$ cat src/rtl/core/scpcl_pkg.sv
// ----------------------------------------------------------------------------
// Clip length package
// Widths, constants and the word type carried along the divider chain.
// ----------------------------------------------------------------------------
package scpcl_pkg;

	localparam int COORD_W = 16;
	localparam int DIFF_W = 17;
	localparam int PROD_W = 34;
	localparam int CROSS_W = 35;
	localparam int ACC_W = 48;
	localparam int FRAC_W = 32;
	localparam int BOUND_W = 33;
	localparam int RAD_W = 34;
	localparam int ROOT_W = 33;
	localparam int LEN_W = 33;
	localparam int CFG_W = 10;
	localparam int MIN_VERTICES = 3;
	localparam int FA_W = ROOT_W + 17;
	localparam int FB_W = ROOT_W + 16;
	localparam int SUM_W = FA_W + 1;

	localparam logic [BOUND_W-1:0] BOUND_ONE = 33'h1_0000_0000;
	localparam logic [SUM_W-1:0] ROUND_HALF = 51'h8000;

	typedef logic signed [COORD_W-1:0] coord_t;
	typedef logic signed [DIFF_W-1:0] diff_t;
	typedef logic signed [PROD_W-1:0] prod_t;
	typedef logic signed [CROSS_W-1:0] cross_t;

	typedef struct packed {
		logic valid;
		logic is_lo;
		logic [CROSS_W-1:0] rem;
		logic [CROSS_W-1:0] den;
		logic [FRAC_W-1:0] quo;
	} div_word_t;

endpackage

$ cat src/rtl/core/scpcl_div_cell.sv
// ----------------------------------------------------------------------------
// Divider cell
// One restoring step of a fraction divide, registered toward the next cell.
// ----------------------------------------------------------------------------
module scpcl_div_cell import scpcl_pkg::*; (
	input logic clk,
	input logic arst_n,
	input div_word_t d_in,
	output div_word_t d_out
);

	logic [CROSS_W:0] rem2;
	logic [CROSS_W:0] diff;
	logic ge;
	logic valid_q;
	logic is_lo_q;
	logic [CROSS_W-1:0] rem_q;
	logic [CROSS_W-1:0] den_q;
	logic [FRAC_W-1:0] quo_q;

	always_comb begin
		rem2 = {d_in.rem, 1'b0};
		diff = rem2 - {1'b0, d_in.den};
		ge = (rem2 >= {1'b0, d_in.den});
	end

	always_ff @(posedge clk or negedge arst_n) begin
		if (!arst_n) begin
			valid_q <= 1'b0;
		end else begin
			valid_q <= d_in.valid;
		end
	end

	always_ff @(posedge clk) begin
		is_lo_q <= d_in.is_lo;
		den_q <= d_in.den;
		rem_q <= ge ? diff[CROSS_W-1:0] : rem2[CROSS_W-1:0];
		quo_q <= {d_in.quo[FRAC_W-2:0], ge};
	end

	assign d_out.valid = valid_q;
	assign d_out.is_lo = is_lo_q;
	assign d_out.rem = rem_q;
	assign d_out.den = den_q;
	assign d_out.quo = quo_q;

endmodule

$ cat config.mk
export PLATFORM = sky130hd
export DESIGN_NAME = scpcl_div_cell
export DESIGN_NICKNAME = d
export VERILOG_FILES = /design/src/rtl/core/scpcl_pkg.sv /design/src/rtl/core/scpcl_div_cell.sv
export SDC_FILE = /design/constraint.sdc
export NUM_CORES = 1
export LEC_CHECK = 0
export BUFFER_PORTS_ARGS = -buffer_cell sky130_fd_sc_hd__buf_4
export CORE_AREA = 2 2 91 115
export DETAILED_ROUTE_END_ITERATION = 16
export DIE_AREA = 0 0 93 117
export PLACE_DENSITY = 0.87
export SYNTH_ARGS = -nofsm -noshare
export SYNTH_HDL_FRONTEND = slang
export SYNTH_SLANG_ARGS = --single-unit
$ cat constraint.sdc
create_clock -name clk -period 0.9 [get_ports clk]
set_clock_uncertainty 0.15 [all_clocks]
set_input_delay 0 -clock clk [delete_from_list [all_inputs] [get_ports clk]]
set_output_delay 0 -clock clk [all_outputs]
set_load 0.05 [all_outputs]
==> results.json, run 1 <==
{
  "status": "stopped before the end",
  "failed_stage": "clock tree synthesis (4_1_cts)",
  "error": "[ERROR DPL-0033] detailed placement checks failed during check placement.",
  "dp_slack_ns": -1.62,
  "cts_root_buffer": "clkbuf_16",
  "synth_seq_area_share_pct": 46.2,
  "async_reset_ff_share_pct": 0.962,
  "cts.sinks": 104,
  "ioPinCount": 210,
  "synth_top_area_share_pct": 45.6,
  "cts_htree_levels": 3,
  "synth_top_cell_by_area": "dfxtp_1",
  "cts_made_buffers": 9,
  "post-cts-setup-buffers": 21,
  "synth_warnings": 0,
  "ys_ff_latch": 104,
  "netlist_instances": 489,
  "fp.dieH_um": 117,
  "fp.dieW_um": 93,
  "routabilityCongestion": 0.862,
  "fp-row-count": 41,
  "cts_max_path_buffers": 2,
  "syn_nets": 631,
  "ys_types": 52,
  "cts_hold_buffers": 101,
  "io_buffers": 208,
  "avgSynthCellArea_um2": 9.24,
  "synth_edf_count": 0,
  "dp_hpwl_um": 11700,
  "synth_flop_cell": "dfxtp_1",
  "netlist_area_um2": 4520,
  "ctsResizeCount": 320,
  "ys_top_cells_by_area": "dfxtp_1, ha_1, nand2_1, inv_1, a21oi_1",
  "initial_core_util_pct": 45.9
}
==> cell usage after synthesis, types with 12 or more instances <==
cell type,count
o21ai_0,14
o21ai_1,33
xor2_1,14
inv_1,47
nand4_1,12
dfxtp_1,103
clkbuf_1,13
xnor2_1,16
ha_1,35
a21o_1,16
nor2_1,17
nand2_1,57
a21oi_1,33
==> through the flow <==
| stage | std cells | hold WS [ns] | utilization (%) | area [um^2] |
|---|---|---|---|---|
| detailed placement | 915 | -0.373 | 74.3 | 7320 |
| floorplan | 489 | -0.446 | - | 4950 |
| global placement | 915 | -0.374 | 74.3 | 7320 |
==> logic make-up after synthesis <==
logic type	synth area share (%)
AOI/OAI and AO/OA	19.9
and+or+nand+nor	11.3
DFF	46.2
buffers and inverters	5.98
adders and majority gates	10.1
xor gates and xnor gates	5.82
muxes	0.720
==> run 2, diff against run 1 <==
Settings changed: CORE_AREA 2 2 91 115 to 2 2 110 112, DIE_AREA 0 0 93 117 to 0 0 112 114, PLACE_DENSITY 0.87 to unset, PLACE_DENSITY_LB_ADDON set to 0.15.
==> run 2 against run 1 <==
The flow now finishes, with violations (negative hold slack, negative setup slack); synthesized cell count stayed put; area after synthesis unchanged.
==> results.json, run 2 <==
{
  "grt_use_met3_pct": 8.61,
  "cp_slowest_cell": "a211oi_1",
  "core_area_um2": 11700,
  "layout_commonest_cell": "buf_4",
  "num_vias": 5910,
  "final_cell_mix": "buf_4, dlygate4sd3_1, dfxtp_2",
  "viasPerCell": 5.45,
  "fp-row-count": 40,
  "fp.dieH_um": 114,
  "violations": "negative hold slack, negative setup slack",
  "reg_top3": "den_q: 35 flops, rem_q: 35 flops, quo_q: 32 flops",
  "dp_hpwl_um": 10400,
  "crit_type": "input pin to flip-flop",
  "relSlewSlack_pct": 72.4,
  "synth_edf_count": 0,
  "hold_class": "input pin to flip-flop",
  "ys_ff_latch": 104,
  "min_period_ns": 2.41,
  "grt-ovfl-total": 0,
  "antenna_found_initial": 0,
  "cp_cell_sequence": "buf_6, inv_6, ha_4, buf_6, buf_4, nand2_1, o21ai_1, a211oi_1, o21ai_0, a31oi_2, o31a_1, buf_4, xor2_1, o21ai_1",
  "synth_top_area_share_pct": 45.6,
  "ir_worst_vdd_mv": 1.25,
  "synth_flop_cell": "dfxtp_1",
  "async_reset_ff_share_pct": 0.962,
  "netlist_instances": 489,
  "ys_top_cells_by_area": "dfxtp_1, ha_1, nand2_1, inv_1, a21oi_1",
  "ioPinCount": 210,
  "yosysMostFrequentCell": "dfxtp_1",
  "path_buf_inv": 5,
  "cp_top_family": "compound AO/OA/AOI/OAI gates",
  "max_stage_delay_ns": 0.41,
  "finalCritPeriodShare_pct": 268,
  "timing.final.max_slew_violations": 0,
  "grt_setup_unrepaired": "true",
  "routabilityCongestion": 0.822,
  "gr-max-usage-layer": "met2",
  "met1_usage_pct": 36.7,
  "grt_use_total_pct": 32.9,
  "cp-end-kind": "flip-flop",
  "syn_to_final_growth_pct": 135,
  "final_core_util_pct": 90.5,
  "status": "finished with violations",
  "netlist_area_um2": 4520,
  "cts_tree": "done",
  "power.density_nw_per_um2": 1780,
  "path_max_fanout": 5,
  "crit_arrival_ns": 2.49,
  "io_buffers": 208,
  "die_area_um2": 12800,
  "drive_gt1_share_pct": 65.6,
  "ant_nets": 0,
  "synth_seq_area_share_pct": 46.2,
  "grtUsageMet2_pct": 59.4,
  "ys_types": 52,
  "drc_errors": 0,
  "routed_wl_um": 26000,
  "finalHoldViolCount": 4,
  "max_freq_ghz": 0.415,
  "drt_iter0_markers": 495,
  "cts_htree_levels": 3,
  "tightest_slew_ns": 0.412,
  "required_ns": 0.98,
  "synth_top_cell_by_area": "dfxtp_1",
  "p_leak_nw": 4.81,
  "cts_root_buffer": "clkbuf_16",
  "drt-pass1-iter-count": 5,
  "finalSetupViolations": 140,
  "initial_core_util_pct": 38.6,
  "wl_per_cell_um": 23.9,
  "grt_max_degree": 20,
  "fp.dieW_um": 112,
  "cts_made_buffers": 9,
  "setup_slack_ns": -1.51,
  "clk_pin_slew_ns": 0.08,
  "nets": 1075,
  "cap_violations": 0,
  "cts_max_path_buffers": 2,
  "grt_pass1_wl_um": 32700,
  "cts.sinks": 104,
  "total_power_mw": 18.8,
  "first_global_vias": 6008,
  "cp-start-kind": "input pin",
  "synth_warnings": 0,
  "syn_nets": 631,
  "avgSynthCellArea_um2": 9.24,
  "whs_ns": -0.254,
  "netlist_top_cells_count": "dfxtp_1, nand2_1, inv_1",
  "diodes": 0
}
[run 2: layout make-up]
cell class                      count  area [um^2]
Timing Repair Buffer              454         4640
Multi-Input combinational cell    317         3060
Sequential cell                   104         2210
Fill cell                         450         1110
Clock buffer                       10          229
Inverter                           47          221
Tap cell                          147          184
Clock inverter                      6         53.8
[run 2: metal layers]
metal  wire (um)  vias to the layer above
met5           0                        -
met4        1670                        0
met3        2130                      146
met2       13000                      426
met1        9180                     2753
li1            -                     2585
[run 2: cells by family (layout without fill, tap and decap cells)]
family | count (synthesis) | in the layout | share of synthesized area [%]
compound gates | 138 | 138 | 19.9
xor+xnor | 30 | 30 | 5.82
fa+ha+maj | 36 | 36 | 10.1
buf+inv | 68 | 517 | 5.98
flops | 104 | 104 | 46.2
mux | 3 | 3 | 0.720
simple gates | 110 | 110 | 11.3
[run 2: through the flow]
stage | worst slack, ns | area [um^2] | TNS (ns) | instances | hold slack (ns)
floorplan | -1.31 | 4950 | -40.19 | 489 | -0.446
global placement | -1.63 | 7320 | -51.40 | 929 | -0.374
detailed placement | -1.66 | 7320 | -52.81 | 929 | -0.373
CTS | -1.16 | 10200 | -45.82 | 1074 | -0.388
global route | -1.45 | 10600 | -59.68 | 1085 | -0.252
finish | -1.51 | 10600 | -57.36 | 1085 | -0.254
[run 2: where the power goes]
group / leakage [nW] / internal, mW / switching, mW
clock: 0.129 / 1.93 / 2.04
combinational: 3.80 / 4.22 / 4.95
sequential: 0.883 / 5.28 / 0.425
total: 4.81 / 11.4 / 7.41
[run 2: path summary, 6_finish.rpt]
| check | startpoint | end | slack (ns) | cells past startpoint |
|---|---|---|---|---|
| hold / removal | d_in[67] | rem_q[1] | -0.25 | 2 |
| min in group asynchronous | arst_n | valid_q | 0.41 | 3 |
| setup / recovery | d_in[49] | rem_q[26] | -1.51 | 14 |
| max in group asynchronous | arst_n | valid_q | 0.07 | 3 |
[run 2: what timing repair did]
action                                  in CTS  in global routing
hold buffers                               101                  2
pin swaps                                   54                 30
setup buffers                               23                 14
resized for setup                          376                 90
endpoints found under the hold margin      104                  5
endpoints found under the setup margin     140                140
cloned                                       6                  0
Note: power is estimated with default switching activity, not from simulation.
