$ cat config.mk
export PLATFORM = sky130hd
export DESIGN_NAME = scpcl_sqrt
export DESIGN_NICKNAME = d
export VERILOG_FILES = /design/src/rtl/core/scpcl_pkg.sv /design/src/rtl/core/scpcl_sqrt.sv
export SDC_FILE = /design/constraint.sdc
export NUM_CORES = 1
export LEC_CHECK = 0
export ABC_AREA = 0
export BUFFER_PORTS_ARGS = -buffer_cell sky130_fd_sc_hd__buf_2
export CAP_MARGIN = 10
export CORE_UTILIZATION = 53
export CTS_CLUSTER_SIZE = 10
export DETAILED_ROUTE_END_ITERATION = 10
export PLACE_DENSITY = 0.76
export SLEW_MARGIN = 20
export SYNTH_ARGS = -nofsm -noshare
export SYNTH_HDL_FRONTEND = slang
export SYNTH_SLANG_ARGS = --single-unit
$ cat constraint.sdc
create_clock -name clk -period 2.52 [get_ports clk]
set_input_delay 0.126 -clock clk [delete_from_list [all_inputs] [get_ports clk]]
set_output_delay 0.126 -clock clk [all_outputs]
set_load 0.05 [all_outputs]
$ cat src/rtl/core/scpcl_pkg.sv
// ----------------------------------------------------------------------------
// Clip length package
// Widths, constants and the word type carried along the divider chain.
// ----------------------------------------------------------------------------
package scpcl_pkg;

	localparam int COORD_W = 16;
	localparam int DIFF_W = 17;
	localparam int PROD_W = 34;
	localparam int CROSS_W = 35;
	localparam int ACC_W = 48;
	localparam int FRAC_W = 32;
	localparam int BOUND_W = 33;
	localparam int RAD_W = 34;
	localparam int ROOT_W = 33;
	localparam int LEN_W = 33;
	localparam int CFG_W = 10;
	localparam int MIN_VERTICES = 3;
	localparam int FA_W = ROOT_W + 17;
	localparam int FB_W = ROOT_W + 16;
	localparam int SUM_W = FA_W + 1;

	localparam logic [BOUND_W-1:0] BOUND_ONE = 33'h1_0000_0000;
	localparam logic [SUM_W-1:0] ROUND_HALF = 51'h8000;

	typedef logic signed [COORD_W-1:0] coord_t;
	typedef logic signed [DIFF_W-1:0] diff_t;
	typedef logic signed [PROD_W-1:0] prod_t;
	typedef logic signed [CROSS_W-1:0] cross_t;

	typedef struct packed {
		logic valid;
		logic is_lo;
		logic [CROSS_W-1:0] rem;
		logic [CROSS_W-1:0] den;
		logic [FRAC_W-1:0] quo;
	} div_word_t;

endpackage

$ cat src/rtl/core/scpcl_sqrt.sv
// ----------------------------------------------------------------------------
// Square root unit
// Bit-pair restoring square root giving the length in Q16, one bit a cycle.
// ----------------------------------------------------------------------------
module scpcl_sqrt import scpcl_pkg::*; (
	input logic clk,
	input logic arst_n,
	input logic start,
	input logic [RAD_W-1:0] radicand,
	output logic done,
	output logic [ROOT_W-1:0] root
);

	localparam int SRC_W = 2 * ROOT_W;
	localparam int CNT_W = $clog2(ROOT_W + 1);

	logic [SRC_W-1:0] src_q;
	logic [RAD_W-1:0] r_q;
	logic [ROOT_W-1:0] q_q;
	logic [CNT_W-1:0] cnt_q;
	logic run_q;
	logic done_q;
	logic [RAD_W+1:0] r4;
	logic [RAD_W+1:0] trial;
	logic [RAD_W+1:0] rsub;
	logic ge;

	always_comb begin
		r4 = {r_q, src_q[SRC_W-1 -: 2]};
		trial = (RAD_W + 2)'({q_q, 2'b01});
		rsub = r4 - trial;
		ge = (r4 >= trial);
	end

	always_ff @(posedge clk or negedge arst_n) begin
		if (!arst_n) begin
			run_q <= 1'b0;
			done_q <= 1'b0;
			cnt_q <= '0;
		end else if (start) begin
			run_q <= 1'b1;
			done_q <= 1'b0;
			cnt_q <= CNT_W'(ROOT_W);
		end else if (run_q) begin
			cnt_q <= cnt_q - 1'b1;
			if (cnt_q == CNT_W'(1)) begin
				run_q <= 1'b0;
				done_q <= 1'b1;
			end
		end
	end

	always_ff @(posedge clk) begin
		if (start) begin
			src_q <= {radicand, {(SRC_W - RAD_W){1'b0}}};
			r_q <= '0;
			q_q <= '0;
		end else if (run_q) begin
			src_q <= {src_q[SRC_W-3:0], 2'b00};
			r_q <= ge ? rsub[RAD_W-1:0] : r4[RAD_W-1:0];
			q_q <= {q_q[ROOT_W-2:0], ge};
		end
	end

	assign done = done_q;
	assign root = q_q;

endmodule

---- Word level (Yosys, flattened, before mapping) ----
Index checks and enable logic that the tools add are counted.
W data, S select, Z words.
operators by class
  add/subtract/negate cells ............... 2
  $lt $le $gt $ge ......................... 1
  eq/ne operators ......................... 1
  multiplexer cells ....................... 11
  reduce and logical (&&, ||, !) cells .... 3
operators with widths
  kind                   number
  $mux W66               2
  $ge A36 B35 Y1         1
  $mux W34               1
  $sub A34 B34 Y34       1
  $mux W6                2
  $eq A6 B1 Y1 const B   1
  $mux W1                6
  $sub A6 B1 Y6 const B  1
  $reduce_bool A2 Y1     2
  $reduce_and A2 Y1      1
storage, ports and cells
  register bits ........................... 109
  output and inout bits ................... 34

---- Logic depth before layout (Yosys ltp) ----
  depth in word-level cells ............... 4
  gate-level depth with buffers ........... 14
  gate-level depth less buffers ........... 12

---- Worst setup path after synthesis ----
Ideal clock, no wire load.
  path kind ............................... reg2reg
  start point ............................. register q_q[0], in the netlist root[0]
  end point ............................... register r_q[10]
  setup time .............................. 0.091 ns
  arrival time ............................ 3.068 ns
  required time ........................... 2.429 ns
  slack ................................... -0.639 ns
  stages on the path, launching flop included .. 15
  cell sequence ........................... dfxtp_1 inv_1 ha_1 nor2b_4 o31a_4 nor2_2 o211ai_4 a21boi_2 a211oi_2 nor3_2 a221o_1 buf_6 buf_4 nand3_1 a311oi_1
between the ends
  longest elaborated chain between the ends .. 2
ends and longest elaborated chain
  what                                                line                                text
  start: declaration                                  scpcl_sqrt.sv:19                    logic [ROOT_W-1:0] q_q;
  start signal: assignment                            scpcl_sqrt.sv:61                    q_q <= {q_q[ROOT_W-2:0], ge};
  $sub A34 B34 Y34 or $ge A36 B35 Y1 (tied branches)  scpcl_sqrt.sv:31, scpcl_sqrt.sv:32
  $mux W34 (*)                                        scpcl_sqrt.sv:60                    r_q <= ge ? rsub[RAD_W-1:0] : r4[RAD_W-1:0];
  end signal: assignment                              scpcl_sqrt.sv:60
  end: declaration                                    scpcl_sqrt.sv:18                    logic [RAD_W-1:0] r_q;
Every way passes the cells marked *; elsewhere a longest branch is shown, timed or not.
A chain may end at the register's enable or synchronous reset.

---- Worst setup path after layout ----
  start point ............................. register q_q[25], in the netlist root[25]
  end point ............................... register r_q[1]
between the ends
  longest elaborated chain between the ends .. 2
ends and longest elaborated chain
  what            line              text
  $ge A36 B35 Y1  scpcl_sqrt.sv:32  ge = (r4 >= trial);
  $mux W34        scpcl_sqrt.sv:60
Every way passes these cells.

==> results.md <==
* Number of enable flip-flop cells after synthesis at 34
* Number of max-cap violations at 0
* Routed Wire Length at 19900 um
* CTS tree: done
* Worst slew margin at 0.579
* Setup TNS at -13680 ps
* Failing checks: DRC, setup timing
* Mean routed wirelength per cell at 18.8 um
* Syn-to-layout area delta at 46.0%
* Synthesized flop and latch total at 109
* Vias/cell at 6.08
* Fin crit share at 1.19
* Clk_lat worst skew at 370 ps
* Grt total ovfl at 0
* Yosys warnings at 0
* Syn Nets at 770
* HPWL after DPL at roughly 12000 um
* Cts bufs inserted at 9
* Die Height at 112 um
* Die footprint at about 13000 um^2
* Max-slew violation count at 0
* Ports at between 70 and 80
* Vias in the first global route at 6397
* Util after Layout at 0.811
* Initial antenna violation count at 0
* Final worst path period need at roughly 3000 ps
* Setup ws final at -478 ps
* Asr flop ratio synth at 0.0734
* DRT Pass-1 Iters at 9
* Seq/Total Area, Yosys at 0.397
* Crit Path Category: reg -> reg
* Nets at 986
* Mapped cell area at 6450 um^2
* RSZ-0062 raised after global routing: yes
* Initial core utilization at 0.555
* Global-route met2 utilization at 0.541
* Maximum clock rate at about 330 MHz
* Busiest grt layer: met2
* Largest net degree at the start of global routing at 96
* Peak supply drop at roughly 0.00077 V
* Status: finished, violations left
* Worst Skew at 12.2 ps
* DIE WIDTH at roughly 110 um
* GRT met1 Usage at 0.355
* Number of diodes at 0
* Critical path required time at 2810 ps
* Final Setup Violations at 35
* Port bufs at 70
* Total Routing Usage GR at 0.303
* CP arrival at between 3000 and 4000 ps
* Slew @ Worst Pin at 623 ps
* Final Hold Vio Count at 0
* PwrDens at 1410 nW/um^2
* Clk pin slew, worst setup/hold paths at 80 ps
* Vias at between 6000 and 7000
* CTS root buf: clkbuf_16
* First-pass GRT wire length at 30300 um
* Post-route DRC at 6
* Number of distinct library cells after synthesis at 65
* Clk sinks at 109
* Crit end category: flip-flop
* Syn_area_per_cell at 9.27 um^2
* Fill cells at 646
* H-tree depth at 3
* CTS Buffer Depth at 2
* Crit start category: flip-flop
* Main synth FF type: dfxtp_1
* GRT met3 Usage at 0.0664
* Syn Inst Count at 696
* Core area at 11600 um^2
* ANT nets after route at 0
* GPL Wtd Cong at 0.918
* DRT iter0 DRCs at 490
* Crit path max fanout at 6
* Worst Hold Class: in -> reg
* Static Leak at 0.00420 uW
* Layout cells sized above 1 at 0.496
* Number of cell rows at 39
-- cell usage in the layout, fill, tap and decap left out, types with 5 or more instances in the layout --
master / synthesis / final
inv_1: 46 / 33
xnor2_1: 21 / 21
o21bai_1: 7 / 7
ha_4: 0 / 22
buf_12: 0 / 5
dfxtp_2: 0 / 8
nand2_1: 20 / 18
edfxtp_1: 34 / 34
xor2_1: 12 / 12
a311oi_1: 32 / 16
dfxtp_1: 67 / 37
mux2_2: 32 / 32
mux2i_1: 32 / 32
nor2_1: 93 / 91
o21ai_0: 46 / 21
buf_2: 4 / 69
ha_1: 37 / 14
a21o_1: 11 / 11
clkbuf_16: 0 / 10
dfxtp_4: 0 / 22
nand3_2: 0 / 19
nand3_1: 40 / 18
buf_6: 2 / 7
and2_1: 6 / 5
inv_2: 0 / 13
a311oi_2: 0 / 16
o21ai_2: 0 / 22
buf_4: 2 / 159
dfrtp_1: 8 / 7
a21oi_1: 34 / 31
-- area by class of cell --
type	instances	area, um^2	share of cell area
inverter	46	173	0.0183
clock inverter	6	65.1	0.00691
tap	143	179	0.0190
timing repair buffer	245	1800	0.191
sequential	109	2660	0.282
multi-input combinational	501	4320	0.458
clock buffer	10	229	0.0243
-- report_power, final --
part           total, uW  switching (uW)  internal, uW  leakage (uW)
Combinational       9330            4800          4540       0.00302
Clock               1430             730           703      0.000144
Sequential          2520             295          2220       0.00103
-- path summary, 6_finish.rpt --
kind | startpoint | endpoint | slack, ps | cells past startpoint
hold reg to reg | done | done | 520 | 1
max in group asynchronous | arst_n | run_q | 2200 | 2
hold / removal | radicand[1] | src_q[33] | 30 | 2
min in group asynchronous | arst_n | cnt_q[1] | 130 | 2
setup / recovery | root[25] | r_q[1] | -480 | 11
setup reg to reg | root[25] | r_q[1] | -480 | 11
-- cells in the mapped netlist (21+ instances only) --
master / count / area [um^2]
o21ai_0: 46 / 230
inv_1: 46 / 173
mux2_2: 32 / 360
mux2i_1: 32 / 320
nand3_1: 40 / 200
a21oi_1: 34 / 170
a311oi_1: 32 / 280
ha_1: 37 / 463
edfxtp_1: 34 / 1020
nor2_1: 93 / 349
dfxtp_1: 67 / 1340
xnor2_1: 21 / 184
clkbuf_1: 28 / 105
-- per-stage QoR --
| stage | std cells | setup WS [ps] | cell area, um^2 | hold WS [ps] | total power (uW) |
|---|---|---|---|---|---|
| final | 1060 | -478 | 9420 | 33.8 | 13300 |
| after global routing | 1060 | -565 | 9420 | 31.8 | 13900 |
| after CTS | 1049 | -356 | 9060 | 31.4 | 12100 |
| after detailed placement | 1013 | -476 | 8240 | -23.4 | 9220 |
| after global placement | 1013 | -333 | 8240 | -30.8 | 9010 |
| after floorplan | 696 | -295 | 6770 | -170 | 6950 |
-- sequential cells by signal, indices dropped and copies added, names as in the netlist --
signal and cells:
cnt_q 6, done 1, r_q 34, root 33
run_q 1, src_q 34
-- metal layers --
| metal | up-vias | wire length (um) |
|---|---|---|
| met2 | 288 | 10000 |
| li1 | 2965 | - |
| met5 | - | 0 |
| met4 | 0 | 717 |
| met1 | 3102 | 7940 |
| met3 | 88 | 1210 |
-- cell families (layout without fill, tap and decap cells) --
kind of cell / Yosys count / in the layout / share of synthesized area
adders and majority gates: 37 / 37 / 0.0718
DFF: 109 / 109 / 0.397
xor gates and xnor gates: 33 / 33 / 0.0448
muxes: 64 / 64 / 0.106
and+or+nand+nor: 198 / 198 / 0.145
AOI/OAI and AO/OA: 169 / 169 / 0.181
buffers and inverters: 86 / 307 / 0.0543
-- critical path: stages, from the launching register on --
cell,delay (ps)
dfxtp_4,340
inv_1,60
ha_4,270
nand4_1,180
or4_4,560
nor4_4,300
nor2b_2,90
a221o_1,390
buf_6,170
buf_6,120
a21o_1,160
a311oi_2,270
-- timing repair --
action | in CTS | in global routing
endpoints found under the setup margin | 35 | 35
hold buffers | 1 | 0
resized for setup | 93 | 55
endpoints found under the hold margin | 8 | 0
pin swaps | 51 | 53
setup buffers | 17 | 13
gates cloned | 2 | 1
Power figures use the tool's default switching activity.
